[src/rtl/u8u16_pkg.sv]
package u8u16_pkg;

  localparam int QueueDepth = 4;

  localparam logic [15:0] ReplUnit = 16'hFFFD;
  localparam logic [15:0] HiSurrBase = 16'hD800;
  localparam logic [15:0] LoSurrBase = 16'hDC00;

  localparam logic [20:0] BomCode = 21'h00FEFF;
  localparam logic [20:0] SuppBase = 21'h010000;
  localparam logic [20:0] CodeLimit = 21'h110000;
  localparam logic [20:0] SurrFirst = 21'h00D800;
  localparam logic [20:0] SurrLast = 21'h00DFFF;
  localparam logic [20:0] MinTwoByte = 21'h000080;
  localparam logic [20:0] MinThreeByte = 21'h000800;
  localparam logic [20:0] MinFourByte = 21'h010000;

  typedef enum logic [2:0] {
    LEAD_ASCII,
    LEAD_TWO,
    LEAD_THREE,
    LEAD_FOUR,
    LEAD_BAD
  } lead_kind_t;

  // one item's results: pre replacements, up to two decoded units, post replacements
  typedef struct packed {
    logic [1:0]  pre;
    logic [1:0]  body;
    logic [2:0]  cnt;
    logic [15:0] unit0;
    logic        bad0;
    logic [15:0] unit1;
  } desc_t;

  typedef struct packed {
    logic full;
    logic empty;
  } fifo_stat_t;

endpackage

[src/rtl/utf8_to_utf16_decoder.sv]
// path: an item's results pass through the result queue, then each code unit through the output register
// throughput: one byte per cycle while the 4-entry result queue has room, one code unit per cycle
// at the output while results are queued and out_ready is high; bytes giving up to 4 units drain from the queue
// reset: synchronous, clears the decoder state, the queue and the output valid
module utf8_to_utf16_decoder #(
  parameter int Depth = u8u16_pkg::QueueDepth
) (
  input  logic        clk,
  input  logic        rst,
  input  logic        in_valid,
  output logic        in_ready,
  input  logic [7:0]  byte_in,
  input  logic        end_of_string,
  output logic        out_valid,
  input  logic        out_ready,
  output logic [15:0] code_unit,
  output logic        was_invalid,
  output logic        last_of_run
);
  import u8u16_pkg::*;

  desc_t      wr_desc;
  desc_t      head;
  fifo_stat_t stat;
  logic       push;
  logic       pop;

  u8u16_front u_front (
    .clk           (clk),
    .rst           (rst),
    .in_valid      (in_valid),
    .in_ready      (in_ready),
    .byte_in       (byte_in),
    .end_of_string (end_of_string),
    .stat          (stat),
    .push          (push),
    .desc          (wr_desc)
  );

  u8u16_fifo #(
    .Depth (Depth)
  ) u_fifo (
    .clk     (clk),
    .rst     (rst),
    .push    (push),
    .wr_data (wr_desc),
    .pop     (pop),
    .head    (head),
    .stat    (stat)
  );

  u8u16_back u_back (
    .clk         (clk),
    .rst         (rst),
    .head        (head),
    .stat        (stat),
    .pop         (pop),
    .out_valid   (out_valid),
    .out_ready   (out_ready),
    .code_unit   (code_unit),
    .was_invalid (was_invalid),
    .last_of_run (last_of_run)
  );

endmodule

[src/rtl/u8u16_front.sv]
module u8u16_front (
  input  logic                   clk,
  input  logic                   rst,
  input  logic                   in_valid,
  output logic                   in_ready,
  input  logic [7:0]             byte_in,
  input  logic                   end_of_string,
  input  u8u16_pkg::fifo_stat_t  stat,
  output logic                   push,
  output u8u16_pkg::desc_t       desc
);
  import u8u16_pkg::*;

  logic [1:0]  bytes_remaining;
  logic [1:0]  sequence_length;
  logic [20:0] partial_code;
  logic        header_seen;

  logic [1:0]  bytes_remaining_next;
  logic [1:0]  sequence_length_next;
  logic [20:0] partial_code_next;
  logic        header_seen_next;

  lead_kind_t  kind;
  logic        cont;
  logic [20:0] shifted;
  logic [1:0]  rem_dec;
  logic        accept;

  logic        l_body;
  logic [15:0] l_unit;
  logic        l_bad;
  logic        l_open;
  logic        l_hs;
  logic [20:0] l_bits;
  logic [1:0]  l_need;

  logic [1:0]  f_n;
  logic [15:0] f_unit0;
  logic        f_bad0;
  logic [15:0] f_unit1;
  logic [20:0] v;
  logic [20:0] min_cp;
  logic        nonch;

  logic [1:0]  pre;
  logic [1:0]  body;
  logic [1:0]  post;
  logic        hs_base;

  assign in_ready = !stat.full;
  assign accept   = in_valid && in_ready;
  assign cont     = (byte_in[7:6] == 2'b10);
  assign shifted  = {partial_code[14:0], byte_in[5:0]};
  assign rem_dec  = bytes_remaining - 2'd1;

  always_comb begin
    if (!byte_in[7]) begin
      kind = LEAD_ASCII;
    end else if (byte_in[7:5] == 3'b110) begin
      kind = LEAD_TWO;
    end else if (byte_in[7:4] == 4'b1110) begin
      kind = LEAD_THREE;
    end else if (byte_in[7:3] == 5'b11110) begin
      kind = LEAD_FOUR;
    end else begin
      kind = LEAD_BAD;
    end
  end

  always_comb begin
    l_body = 1'b0;
    l_unit = {8'h00, byte_in};
    l_bad  = 1'b0;
    l_open = 1'b0;
    l_hs   = 1'b1;
    l_bits = '0;
    l_need = 2'd0;
    case (kind)
      LEAD_ASCII: begin
        l_body = 1'b1;
      end
      LEAD_TWO: begin
        l_open = 1'b1;
        l_bits = {16'h0000, byte_in[4:0]};
        l_need = 2'd1;
      end
      LEAD_THREE: begin
        l_open = 1'b1;
        l_bits = {17'h00000, byte_in[3:0]};
        l_need = 2'd2;
        l_hs   = 1'b0;
      end
      LEAD_FOUR: begin
        l_open = 1'b1;
        l_bits = {18'h00000, byte_in[2:0]};
        l_need = 2'd3;
      end
      default: begin
        l_body = 1'b1;
        l_unit = ReplUnit;
        l_bad  = 1'b1;
      end
    endcase
  end

  // completion of a multi-byte sequence
  always_comb begin
    case (sequence_length)
      2'd1:    min_cp = MinTwoByte;
      2'd2:    min_cp = MinThreeByte;
      2'd3:    min_cp = MinFourByte;
      default: min_cp = '0;
    endcase
    nonch   = (shifted[15:1] == 15'h7FFF) || (shifted[20:4] == 17'h00FDD);
    v       = shifted - SuppBase;
    f_unit1 = LoSurrBase + {6'b0, v[9:0]};
    f_n     = 2'd1;
    f_unit0 = shifted[15:0];
    f_bad0  = 1'b0;
    if (!header_seen && shifted == BomCode) begin
      f_n = 2'd0;
    end else if (!nonch && shifted >= SuppBase && shifted < CodeLimit) begin
      f_n     = 2'd2;
      f_unit0 = HiSurrBase + {6'b0, v[19:10]};
    end else if (shifted < min_cp || (shifted >= SurrFirst && shifted <= SurrLast) ||
                 nonch || shifted >= CodeLimit) begin
      f_unit0 = ReplUnit;
      f_bad0  = 1'b1;
    end
  end

  always_comb begin
    pre                  = 2'd0;
    body                 = 2'd0;
    post                 = 2'd0;
    hs_base              = header_seen;
    desc.unit0           = l_unit;
    desc.bad0            = l_bad;
    desc.unit1           = f_unit1;
    bytes_remaining_next = bytes_remaining;
    sequence_length_next = sequence_length;
    partial_code_next    = partial_code;
    header_seen_next     = header_seen;
    if (bytes_remaining != 2'd0 && cont) begin
      partial_code_next    = shifted;
      bytes_remaining_next = rem_dec;
      if (rem_dec == 2'd0) begin
        body             = f_n;
        desc.unit0       = f_unit0;
        desc.bad0        = f_bad0;
        header_seen_next = 1'b1;
      end else if (end_of_string) begin
        post = 2'd1 + (sequence_length - rem_dec);
      end
    end else begin
      if (bytes_remaining != 2'd0) begin
        pre     = 2'd1 + (sequence_length - bytes_remaining);
        hs_base = 1'b1;
      end
      body                 = {1'b0, l_body};
      header_seen_next     = hs_base | l_hs;
      bytes_remaining_next = 2'd0;
      if (l_open) begin
        partial_code_next    = l_bits;
        bytes_remaining_next = l_need;
        sequence_length_next = l_need;
        if (end_of_string) begin
          post = 2'd1;
        end
      end
    end
    if (end_of_string) begin
      bytes_remaining_next = 2'd0;
      sequence_length_next = 2'd0;
      partial_code_next    = '0;
      header_seen_next     = 1'b0;
    end
    desc.pre  = pre;
    desc.body = body;
    desc.cnt  = {1'b0, pre} + {1'b0, body} + {1'b0, post};
  end

  assign push = accept && (desc.cnt != 3'd0);

  always_ff @(posedge clk) begin
    if (rst) begin
      bytes_remaining <= '0;
      sequence_length <= '0;
      partial_code    <= '0;
      header_seen     <= 1'b0;
    end else if (accept) begin
      bytes_remaining <= bytes_remaining_next;
      sequence_length <= sequence_length_next;
      partial_code    <= partial_code_next;
      header_seen     <= header_seen_next;
    end
  end

  a_cnt_range: assert property (@(posedge clk) disable iff (rst)
    push |-> desc.cnt <= 3'd4)
    else $error("item result count out of range");

  a_rem_le_len: assert property (@(posedge clk) disable iff (rst)
    bytes_remaining <= sequence_length)
    else $error("remaining bytes exceed sequence length");

  a_eos_reset: assert property (@(posedge clk) disable iff (rst)
    accept && end_of_string |=> bytes_remaining == 2'd0 && !header_seen)
    else $error("state not cleared after last byte");

endmodule

[src/rtl/u8u16_fifo.sv]
module u8u16_fifo #(
  parameter int Depth = u8u16_pkg::QueueDepth
) (
  input  logic                  clk,
  input  logic                  rst,
  input  logic                  push,
  input  u8u16_pkg::desc_t      wr_data,
  input  logic                  pop,
  output u8u16_pkg::desc_t      head,
  output u8u16_pkg::fifo_stat_t stat
);
  import u8u16_pkg::*;

  localparam int PtrW = (Depth > 1) ? $clog2(Depth) : 1;
  localparam int CntW = $clog2(Depth + 1);

  desc_t            mem [Depth];
  logic [PtrW-1:0]  wr_ptr;
  logic [PtrW-1:0]  rd_ptr;
  logic [CntW-1:0]  count;

  assign head       = mem[rd_ptr];
  assign stat.full  = (count == CntW'(Depth));
  assign stat.empty = (count == '0);

  always_ff @(posedge clk) begin
    if (push) begin
      mem[wr_ptr] <= wr_data;
    end
  end

  always_ff @(posedge clk) begin
    if (rst) begin
      wr_ptr <= '0;
      rd_ptr <= '0;
      count  <= '0;
    end else begin
      if (push) begin
        wr_ptr <= (wr_ptr == PtrW'(Depth - 1)) ? '0 : wr_ptr + PtrW'(1);
      end
      if (pop) begin
        rd_ptr <= (rd_ptr == PtrW'(Depth - 1)) ? '0 : rd_ptr + PtrW'(1);
      end
      if (push && !pop) begin
        count <= count + CntW'(1);
      end else if (pop && !push) begin
        count <= count - CntW'(1);
      end
    end
  end

endmodule

[src/rtl/u8u16_back.sv]
module u8u16_back (
  input  logic                  clk,
  input  logic                  rst,
  input  u8u16_pkg::desc_t      head,
  input  u8u16_pkg::fifo_stat_t stat,
  output logic                  pop,
  output logic                  out_valid,
  input  logic                  out_ready,
  output logic [15:0]           code_unit,
  output logic                  was_invalid,
  output logic                  last_of_run
);
  import u8u16_pkg::*;

  logic [1:0]  idx;
  logic [2:0]  kk;
  logic [2:0]  pre3;
  logic [2:0]  body_end;
  logic        load;
  logic        is_last;
  logic [15:0] sel_unit;
  logic        sel_bad;

  assign kk       = {1'b0, idx};
  assign pre3     = {1'b0, head.pre};
  assign body_end = pre3 + {1'b0, head.body};
  assign load     = !stat.empty && (!out_valid || out_ready);
  assign is_last  = (kk == head.cnt - 3'd1);
  assign pop      = load && is_last;

  always_comb begin
    if (kk < pre3 || kk >= body_end) begin
      sel_unit = ReplUnit;
      sel_bad  = 1'b1;
    end else if (kk == pre3) begin
      sel_unit = head.unit0;
      sel_bad  = head.bad0;
    end else begin
      sel_unit = head.unit1;
      sel_bad  = 1'b0;
    end
  end

  always_ff @(posedge clk) begin
    if (rst) begin
      out_valid <= 1'b0;
      idx       <= '0;
    end else if (load) begin
      out_valid <= 1'b1;
      idx       <= is_last ? 2'd0 : idx + 2'd1;
    end else if (out_ready) begin
      out_valid <= 1'b0;
    end
  end

  always_ff @(posedge clk) begin
    if (load) begin
      code_unit   <= sel_unit;
      was_invalid <= sel_bad;
      last_of_run <= is_last;
    end
  end

  a_head_nonempty: assert property (@(posedge clk) disable iff (rst)
    !stat.empty |-> head.cnt != 3'd0 && head.cnt <= 3'd4)
    else $error("queued item has no results");

  a_idx_in_range: assert property (@(posedge clk) disable iff (rst)
    !stat.empty |-> kk < head.cnt)
    else $error("result index past item end");

  a_run_continues: assert property (@(posedge clk) disable iff (rst)
    out_valid && out_ready && !last_of_run |=> out_valid)
    else $error("item results interrupted");

endmodule
[config.mk]
export PLATFORM = sky130hd
export DESIGN_NAME = utf8_to_utf16_decoder
export DESIGN_NICKNAME = d
export VERILOG_FILES = /design/src/rtl/u8u16_pkg.sv /design/src/rtl/utf8_to_utf16_decoder.sv /design/src/rtl/u8u16_front.sv /design/src/rtl/u8u16_fifo.sv /design/src/rtl/u8u16_back.sv
export SDC_FILE = /design/constraint.sdc
export NUM_CORES = 1
export LEC_CHECK = 0
export ABC_CLOCK_PERIOD_IN_PS = 5900
export BUFFER_PORTS_ARGS = -buffer_cell sky130_fd_sc_hd__buf_2
export CORE_UTILIZATION = 35
export CTS_BUF_LIST = sky130_fd_sc_hd__clkbuf_4
export DETAILED_ROUTE_END_ITERATION = 6
export PLACE_DENSITY = 0.54
export SETUP_SLACK_MARGIN = 0.15
export SLEW_MARGIN = 20
export SYNTH_ARGS = -nofsm -noshare
export SYNTH_HDL_FRONTEND = slang
export SYNTH_SLANG_ARGS = --single-unit
[constraint.sdc]
create_clock -name clk -period 5.9 [get_ports clk]
set_clock_uncertainty 0.15 [all_clocks]
set_input_delay 0.885 -clock clk [delete_from_list [all_inputs] [get_ports clk]]
set_output_delay 0.885 -clock clk [all_outputs]
set_load 0.02 [all_outputs]
==> results of run 1 <==
metal layers:
metal / up-vias / routed length [um] / share of wire, % / track usage, %
met5: - / 0 / 0 / 0
met4: 0 / 213 / 1.2 / 5.18
met3: 14 / 754 / 4.2 / 3.62
met2: 95 / 8720 / 49 / 26.2
met1: 2436 / 8180 / 46 / 21.0
li1: 2244 / - / - / -
kinds of logic (layout without fill, tap and decap cells):
group                      count (synthesis)  after routing  share of synthesized area [%]
buffers and inverters                     50            101                           2.67
other                                      0              1                              0
DFF                                      186            186                           63.9
muxes                                     40             40                           10.1
adders and majority gates                 26             26                           4.31
AOI/OAI and AO/OA                         76             76                           6.22
xor gates and xnor gates                  14             14                           1.49
and+or+nand+nor                          177            177                           11.4
state kept, by name (all words and copies together), names as in the netlist, named ones only:
name and count:
u_back.idx 2, u_fifo.count 3, u_back.last_of_run 1, u_back.code_unit 16
u_back.was_invalid 1, u_front.header_seen 1, u_back.out_valid 1, u_front.bytes_remaining 2
u_front.sequence_length 2, u_front.partial_code 15, u_fifo.wr_ptr 2, u_fifo.mem 136
u_fifo.rd_ptr 2
cell usage after synthesis (2+ instances only):
cell	count
a211oi_1	2
a21o_1	2
a21oi_1	32
a22oi_1	3
a31oi_1	2
and2_1	8
and3_1	3
and4_1	2
buf_2	5
buf_6	3
clkbuf_1	14
dfxtp_1	32
edfxtp_1	154
fa_1	4
ha_1	22
inv_1	26
mux2i_1	5
mux4_2	34
nand2_1	60
nand2b_1	7
nand3_1	27
nand4_1	2
nor2_1	23
nor2b_1	2
nor3_1	13
nor3_2	2
nor3b_1	4
nor4_1	2
nor4_2	2
nor4b_1	2
o21a_1	2
o21ai_0	8
o21ai_1	2
o22ai_1	5
or3_1	4
or4_1	3
xnor2_1	6
xor2_1	8
per-stage QoR:
stage,cell area [um^2],util [%]
finish,9100,39.8
global placement,8760,38.3
global route,9100,39.8
floorplan,8250,-
CTS,9090,39.8
detailed placement,8760,38.3
power groups by stage:
stage          clock network, mW  logic (mW)  registers, mW
2_1_floorplan                  0       0.680           1.84
4_1_cts                    0.788        1.07           1.76
5_1_grt                    0.841        1.16           1.77
3_3_place_gp                   0        1.03           1.78
3_5_place_dp                   0        1.06           1.79
6_report                   0.766        1.04           1.75
critical path, cell delays in order, from the launching register on:
cell and delay (ns):
dfxtp_1 0.41, inv_1 0.15, ha_1 0.20, nor4b_1 0.48, nor3b_2 0.33, a21oi_1 0.16
nand4_2 0.18, inv_1 0.15, fa_1 0.50, ha_1 0.22, xor2_1 0.31, nor3_1 0.10
nor2_1 0.38, ha_1 0.27, inv_1 0.07, fa_1 0.38, xor2_1 0.16, or3_1 0.31
a21oi_1 0.14
worst max-delay path by stage:
stage	startpoint	end	slack (ns)
2_1_floorplan	byte_in[6]	u_fifo.mem[3][0]	0.96
3_3_place_gp	byte_in[1]	u_fifo.count[2]	0.47
3_5_place_dp	byte_in[1]	u_fifo.count[2]	0.26
4_1_cts	u_front.partial_code[10]	u_fifo.count[2]	0.65
5_1_grt	u_front.bytes_remaining[0]	u_fifo.count[2]	0.25
6_report	u_front.partial_code[10]	u_fifo.count[2]	0.77
cell type report:
type | count | area, um^2
Antenna cell | 1 | 2.50
Clock buffer | 17 | 128
Clock inverter | 15 | 201
Fill cell | 2187 | 13700
Inverter | 27 | 101
Multi-Input combinational cell | 333 | 2770
Sequential cell | 186 | 5270
Tap cell | 313 | 392
Timing Repair Buffer | 42 | 235
==> impl_metrics.env, run 1 <==
export IMPL_cts_resized=0
export IMPL_report_power_total_mw=3.55
export IMPL_ctsHoldBuffers=0
export IMPL_cts_buffers=17
export IMPL_synth_top_area_share_pct=56.1
export IMPL_h_tree_depth=4
export IMPL_synthTopCellsByArea="edfxtp_1 (56%), mux4_2 (9.3%), dfxtp_1 (7.8%)"
export IMPL_synth_cell_area_mm2=0.00825
export IMPL_die_y_um=155
export IMPL_overflow=0
export IMPL_clk_pin_slew_ns=0.16
export IMPL_hp_start="u_back.out_valid"
export IMPL_synth_edf_count=154
export IMPL_layout_drive_gt1_share_pct=21.3
export IMPL_gp_congestion=0.859
export IMPL_layout_nets=646
export IMPL_worstReg2RegStart="u_front.partial_code[10]"
export IMPL_p_seq_share_pct=49.3
export IMPL_drt_total_wl_um=17900
export IMPL_layout_commonest_cell="edfxtp_1"
export IMPL_required_ns=6.26
export IMPL_hold_path_class="reg -> reg"
export IMPL_chipWidth_um=155
export IMPL_dp_cells=901
export IMPL_layout_common_cells="edfxtp_1 (154), nand2_1 (60), mux4_2 (34)"
export IMPL_cts_root_buf="clkbuf_4"
export IMPL_cts_sinks=186
export IMPL_rr_endpoint="u_fifo.count[2]"
export IMPL_antenna_found_initial=2
export IMPL_grt_first_pass_wirelength_um=28500
export IMPL_maxCapViolCount=0
export IMPL_cp_arrival_ns=5.49
export IMPL_tightest_slew_ns=1.02
export IMPL_final_min_clock_period_ns=5.13
export IMPL_syn_inst=569
export IMPL_setup_worst_path_class="reg -> reg"
export IMPL_min_path_cells=2
export IMPL_firstDrtPassIters=4
export IMPL_post_cts_buffers=0
export IMPL_p_clk_share_pct=21.6
export IMPL_grt_max_degree=35
export IMPL_ir_drop_mv=0.127
export IMPL_synthesis_nets=608
export IMPL_grt_pass1_vias=4969
export IMPL_initial_utilization_pct=36.1
export IMPL_clk_latency_ns=0.58
export IMPL_instances_no_fill=934
export IMPL_whs_ns=0.338
export IMPL_switching_share_pct=33.8
export IMPL_postSynth_asyncResetShare_pct=0
export IMPL_combPwrFrac_pct=29.1
export IMPL_min_to="u_back.out_valid"
export IMPL_rows=55
export IMPL_drv_slew=0
export IMPL_power_switching_mw=1.20
export IMPL_max_slew_margin_rel_pct=32.1
export IMPL_drt_first_iter_violations=301
export IMPL_max_freq_mhz=195
export IMPL_synth_seq_cells=186
export IMPL_synth_cell_types=70
export IMPL_synth_top_cell_by_area="edfxtp_1"
export IMPL_core_area_mm2=0.0228
export IMPL_avgSynthCellArea_um2=14.5
export IMPL_vias_per_cell=5.13
export IMPL_fin_tns_setup_ns=0
export IMPL_ant_nets=0
export IMPL_setup_violations=0
export IMPL_fin_ws_ns=0.770
export IMPL_r2r_slack_ns=0.77
export IMPL_critPathMaxFanout=7
export IMPL_dieArea_mm2=0.0242
export IMPL_io_pins=33
export IMPL_cts_tree="done"
export IMPL_drc_errors=0
export IMPL_rsz0062_at_grt="no"
export IMPL_finalCritPeriodShare_pct=87.0
export IMPL_track_usage_pct=16.0
export IMPL_seq_area_frac_synth_pct=63.9
export IMPL_cts_buffer_depth=2
export IMPL_port_buffers=32
export IMPL_outcome="complete, no violations"
export IMPL_start_kind="flip-flop"
export IMPL_num_vias=4789
export IMPL_p_int_mw=2.35
export IMPL_critPathCaptureType="flip-flop"
export IMPL_synth_flop_cell="edfxtp_1"
export IMPL_reg2reg_depth=18
export IMPL_hold_viol_final=0
export IMPL_power_density_mw_per_mm2=391
export IMPL_areaGrowthSynthToFinish_pct=10.3
export IMPL_dp_hpwl_um=12200
export IMPL_p_leak_nw=2.99
export IMPL_wl_per_cell_um=19.1
export IMPL_yosysWarnings=0
export IMPL_place_ws_ns=0.264
Power figures use the tool's default switching activity.
==> run 2, diff against run 1 <==
--- a/config.mk
+++ b/config.mk
@@ -5,12 +5,13 @@
 export SDC_FILE = /design/constraint.sdc
 export NUM_CORES = 1
 export LEC_CHECK = 0
+export ABC_AREA = 1
 export ABC_CLOCK_PERIOD_IN_PS = 5900
 export BUFFER_PORTS_ARGS = -buffer_cell sky130_fd_sc_hd__buf_2
-export CORE_UTILIZATION = 35
+export CORE_UTILIZATION = 64
 export CTS_BUF_LIST = sky130_fd_sc_hd__clkbuf_4
 export DETAILED_ROUTE_END_ITERATION = 6
-export PLACE_DENSITY = 0.54
+export PLACE_DENSITY = 0.86
 export SETUP_SLACK_MARGIN = 0.15
 export SLEW_MARGIN = 20
 export SYNTH_ARGS = -nofsm -noshare
==> impl_metrics.env, run 2 <==
export IMPL_dpl_cell_area_mm2=0.00873
export IMPL_dp_cells=995
export IMPL_postSynth_asyncResetShare_pct=0
export IMPL_final_min_clock_period_ns=5.12
export IMPL_worstReg2RegStart="u_front.partial_code[2]"
export IMPL_cts_tree="done"
export IMPL_chipWidth_um=117
export IMPL_firstDrtPassIters=6
export IMPL_layout_commonest_cell="edfxtp_1"
export IMPL_p_leak_nw=3.38
export IMPL_outcome="complete, no violations"
export IMPL_hp_start="u_front.header_seen"
export IMPL_die_y_um=117
export IMPL_r2r_slack_ns=0.78
export IMPL_synthesis_nets=854
export IMPL_synth_most_common_cell="edfxtp_1"
export IMPL_gp_congestion=0.919
export IMPL_drt_total_wl_um=20500
export IMPL_hold_viol_final=0
export IMPL_finalCritPeriodShare_pct=86.7
export IMPL_finalInstanceArea_mm2=0.00901
export IMPL_top_regs="u_fifo.mem x136, u_back.code_unit x16, u_front.partial_code x15"
export IMPL_h_tree_depth=4
export IMPL_power_density_mw_per_mm2=435
export IMPL_fin_ws_ns=0.783
export IMPL_max_freq_mhz=195
export IMPL_layout_drive_gt1_share_pct=10.6
export IMPL_core_area_mm2=0.0127
export IMPL_drv_slew=0
export IMPL_max_slew_margin_rel_pct=25.4
export IMPL_synth_seq_cells=186
export IMPL_clk_pin_slew_ns=0.14
export IMPL_vias_per_cell=6.15
export IMPL_overflow=0
export IMPL_synth_cell_area_mm2=0.00843
export IMPL_final_util_pct=70.8
export IMPL_layout_nets=881
export IMPL_initial_utilization_pct=66.3
export IMPL_grt_pass1_vias=6046
export IMPL_critPathCaptureType="flip-flop"
export IMPL_synth_top_cell_by_area="edfxtp_1"
export IMPL_ir_drop_mv=0.207
export IMPL_dp_hpwl_um=13700
export IMPL_whs_ns=0.389
export IMPL_rows=41
export IMPL_ant_nets=0
export IMPL_instances_no_fill=1027
export IMPL_regMostFlops="u_fifo.mem"
export IMPL_cts_buffers=17
export IMPL_wl_per_cell_um=20.0
export IMPL_required_ns=6.20
export IMPL_post_cts_buffers=0
export IMPL_avgSynthCellArea_um2=10.3
export IMPL_drt_first_iter_violations=698
export IMPL_largest_register_ff_count=136
export IMPL_cp_arrival_ns=5.42
export IMPL_io_pins=33
export IMPL_num_vias=6315
export IMPL_antenna_found_initial=0
export IMPL_cts_resized=0
export IMPL_drc_errors=0
export IMPL_synth_top_area_share_pct=54.9
export IMPL_min_to="u_front.header_seen"
export IMPL_ctsHoldBuffers=0
export IMPL_hold_path_class="reg -> reg"
export IMPL_synth_edf_count=154
export IMPL_reg2reg_depth=23
export IMPL_min_path_cells=2
export IMPL_synthTopCellsByArea="edfxtp_1 (55%), dfxtp_1 (7.6%), nand2_1 (6.4%)"
export IMPL_fin_tns_setup_ns=0
export IMPL_grt_max_degree=69
export IMPL_setup_worst_path_class="reg -> reg"
export IMPL_synth_flop_cell="edfxtp_1"
export IMPL_antennaDiodeCount=0
export IMPL_setup_violations=0
export IMPL_yosysWarnings=0
export IMPL_cts_root_buf="clkbuf_4"
export IMPL_rsz0062_at_grt="no"
export IMPL_cts_sinks=186
export IMPL_clk_latency_ns=0.57
export IMPL_areaGrowthSynthToFinish_pct=6.87
export IMPL_synth_cell_types=40
export IMPL_dieArea_mm2=0.0136
export IMPL_syn_inst=815
export IMPL_port_buffers=32
export IMPL_place_ws_ns=0.576
export IMPL_critPathMaxFanout=13
export IMPL_cts_buffer_depth=2
export IMPL_seq_area_frac_synth_pct=62.5
export IMPL_rr_endpoint="u_fifo.count[2]"
export IMPL_start_kind="flip-flop"
export IMPL_ys_top_cells_by_count="edfxtp_1 (154), nand2_1 (144), nor2_1 (101)"
export IMPL_track_usage_pct=31.9
export IMPL_report_power_total_mw=3.92
export IMPL_layout_common_cells="edfxtp_1 (154), nand2_1 (144), nor2_1 (97)"
export IMPL_tightest_slew_ns=1.12
export IMPL_maxCapViolCount=0
export IMPL_grt_first_pass_wirelength_um=31400
run 2: cells by family (layout without fill, tap and decap cells):
logic type / count (synthesis) / after routing / share of synthesized area [%]
and+or+nand+nor: 315 / 315 / 15.5
AOI/OAI and AO/OA: 167 / 167 / 11.4
DFF: 186 / 186 / 62.5
xor gates and xnor gates: 7 / 7 / 0.727
adders and majority gates: 26 / 26 / 4.22
buffers and inverters: 114 / 154 / 5.63
run 2: worst max-delay path by stage:
stage	startpoint	end	slack, ns	cells past startpoint
after CTS	u_front.partial_code[10]	u_fifo.count[2]	0.88	23
after global placement	byte_in[3]	u_fifo.count[1]	0.85	22
after detailed placement	byte_in[3]	u_fifo.count[2]	0.58	24
after floorplan	byte_in[7]	u_fifo.mem[0][0]	0.89	12
final	u_front.partial_code[2]	u_fifo.count[2]	0.78	23
after global routing	u_front.partial_code[10]	u_fifo.count[2]	0.50	23
run 2: report_power, final:
part	internal, mW	switching [mW]	total [mW]
registers	1.72	0.0885	1.81
clock network	0.252	0.429	0.681
logic	0.418	1.02	1.43
total	2.39	1.53	3.92
run 2: layout make-up:
class | count | area [um^2]
clock buffers | 17 | 128
clock inverters | 15 | 149
fillers | 906 | 3710
inverters | 79 | 297
multi-input cells | 515 | 2710
flip-flops and latches | 186 | 5270
well taps | 172 | 215
repair buffers | 43 | 243
run 2: layer usage:
metal	routed length [um]	GRT usage [%]	vias up
met1	8000	40.4	2985
met4	718	17.6	0
met3	1940	6.54	58
li1	-	-	2897
met5	0	0	-
met2	9880	51.7	375
run 2: worst max-delay path, stage by stage (launching register included):
cell	delay, ns
dfxtp_1	0.51
nor2_1	0.31
nand3_1	0.15
nor2_1	0.14
nand3_1	0.09
nand2_1	0.07
inv_1	0.04
nor2_2	0.07
buf_4	0.18
nand2_2	0.18
nor2_1	0.38
fa_1	0.48
ha_1	0.22
xor2_1	0.32
or3_1	0.16
nand2_1	0.24
inv_1	0.17
ha_1	0.16
inv_1	0.07
fa_1	0.37
a21oi_1	0.14
o21ai_0	0.14
o21ai_0	0.23
a21oi_1	0.07
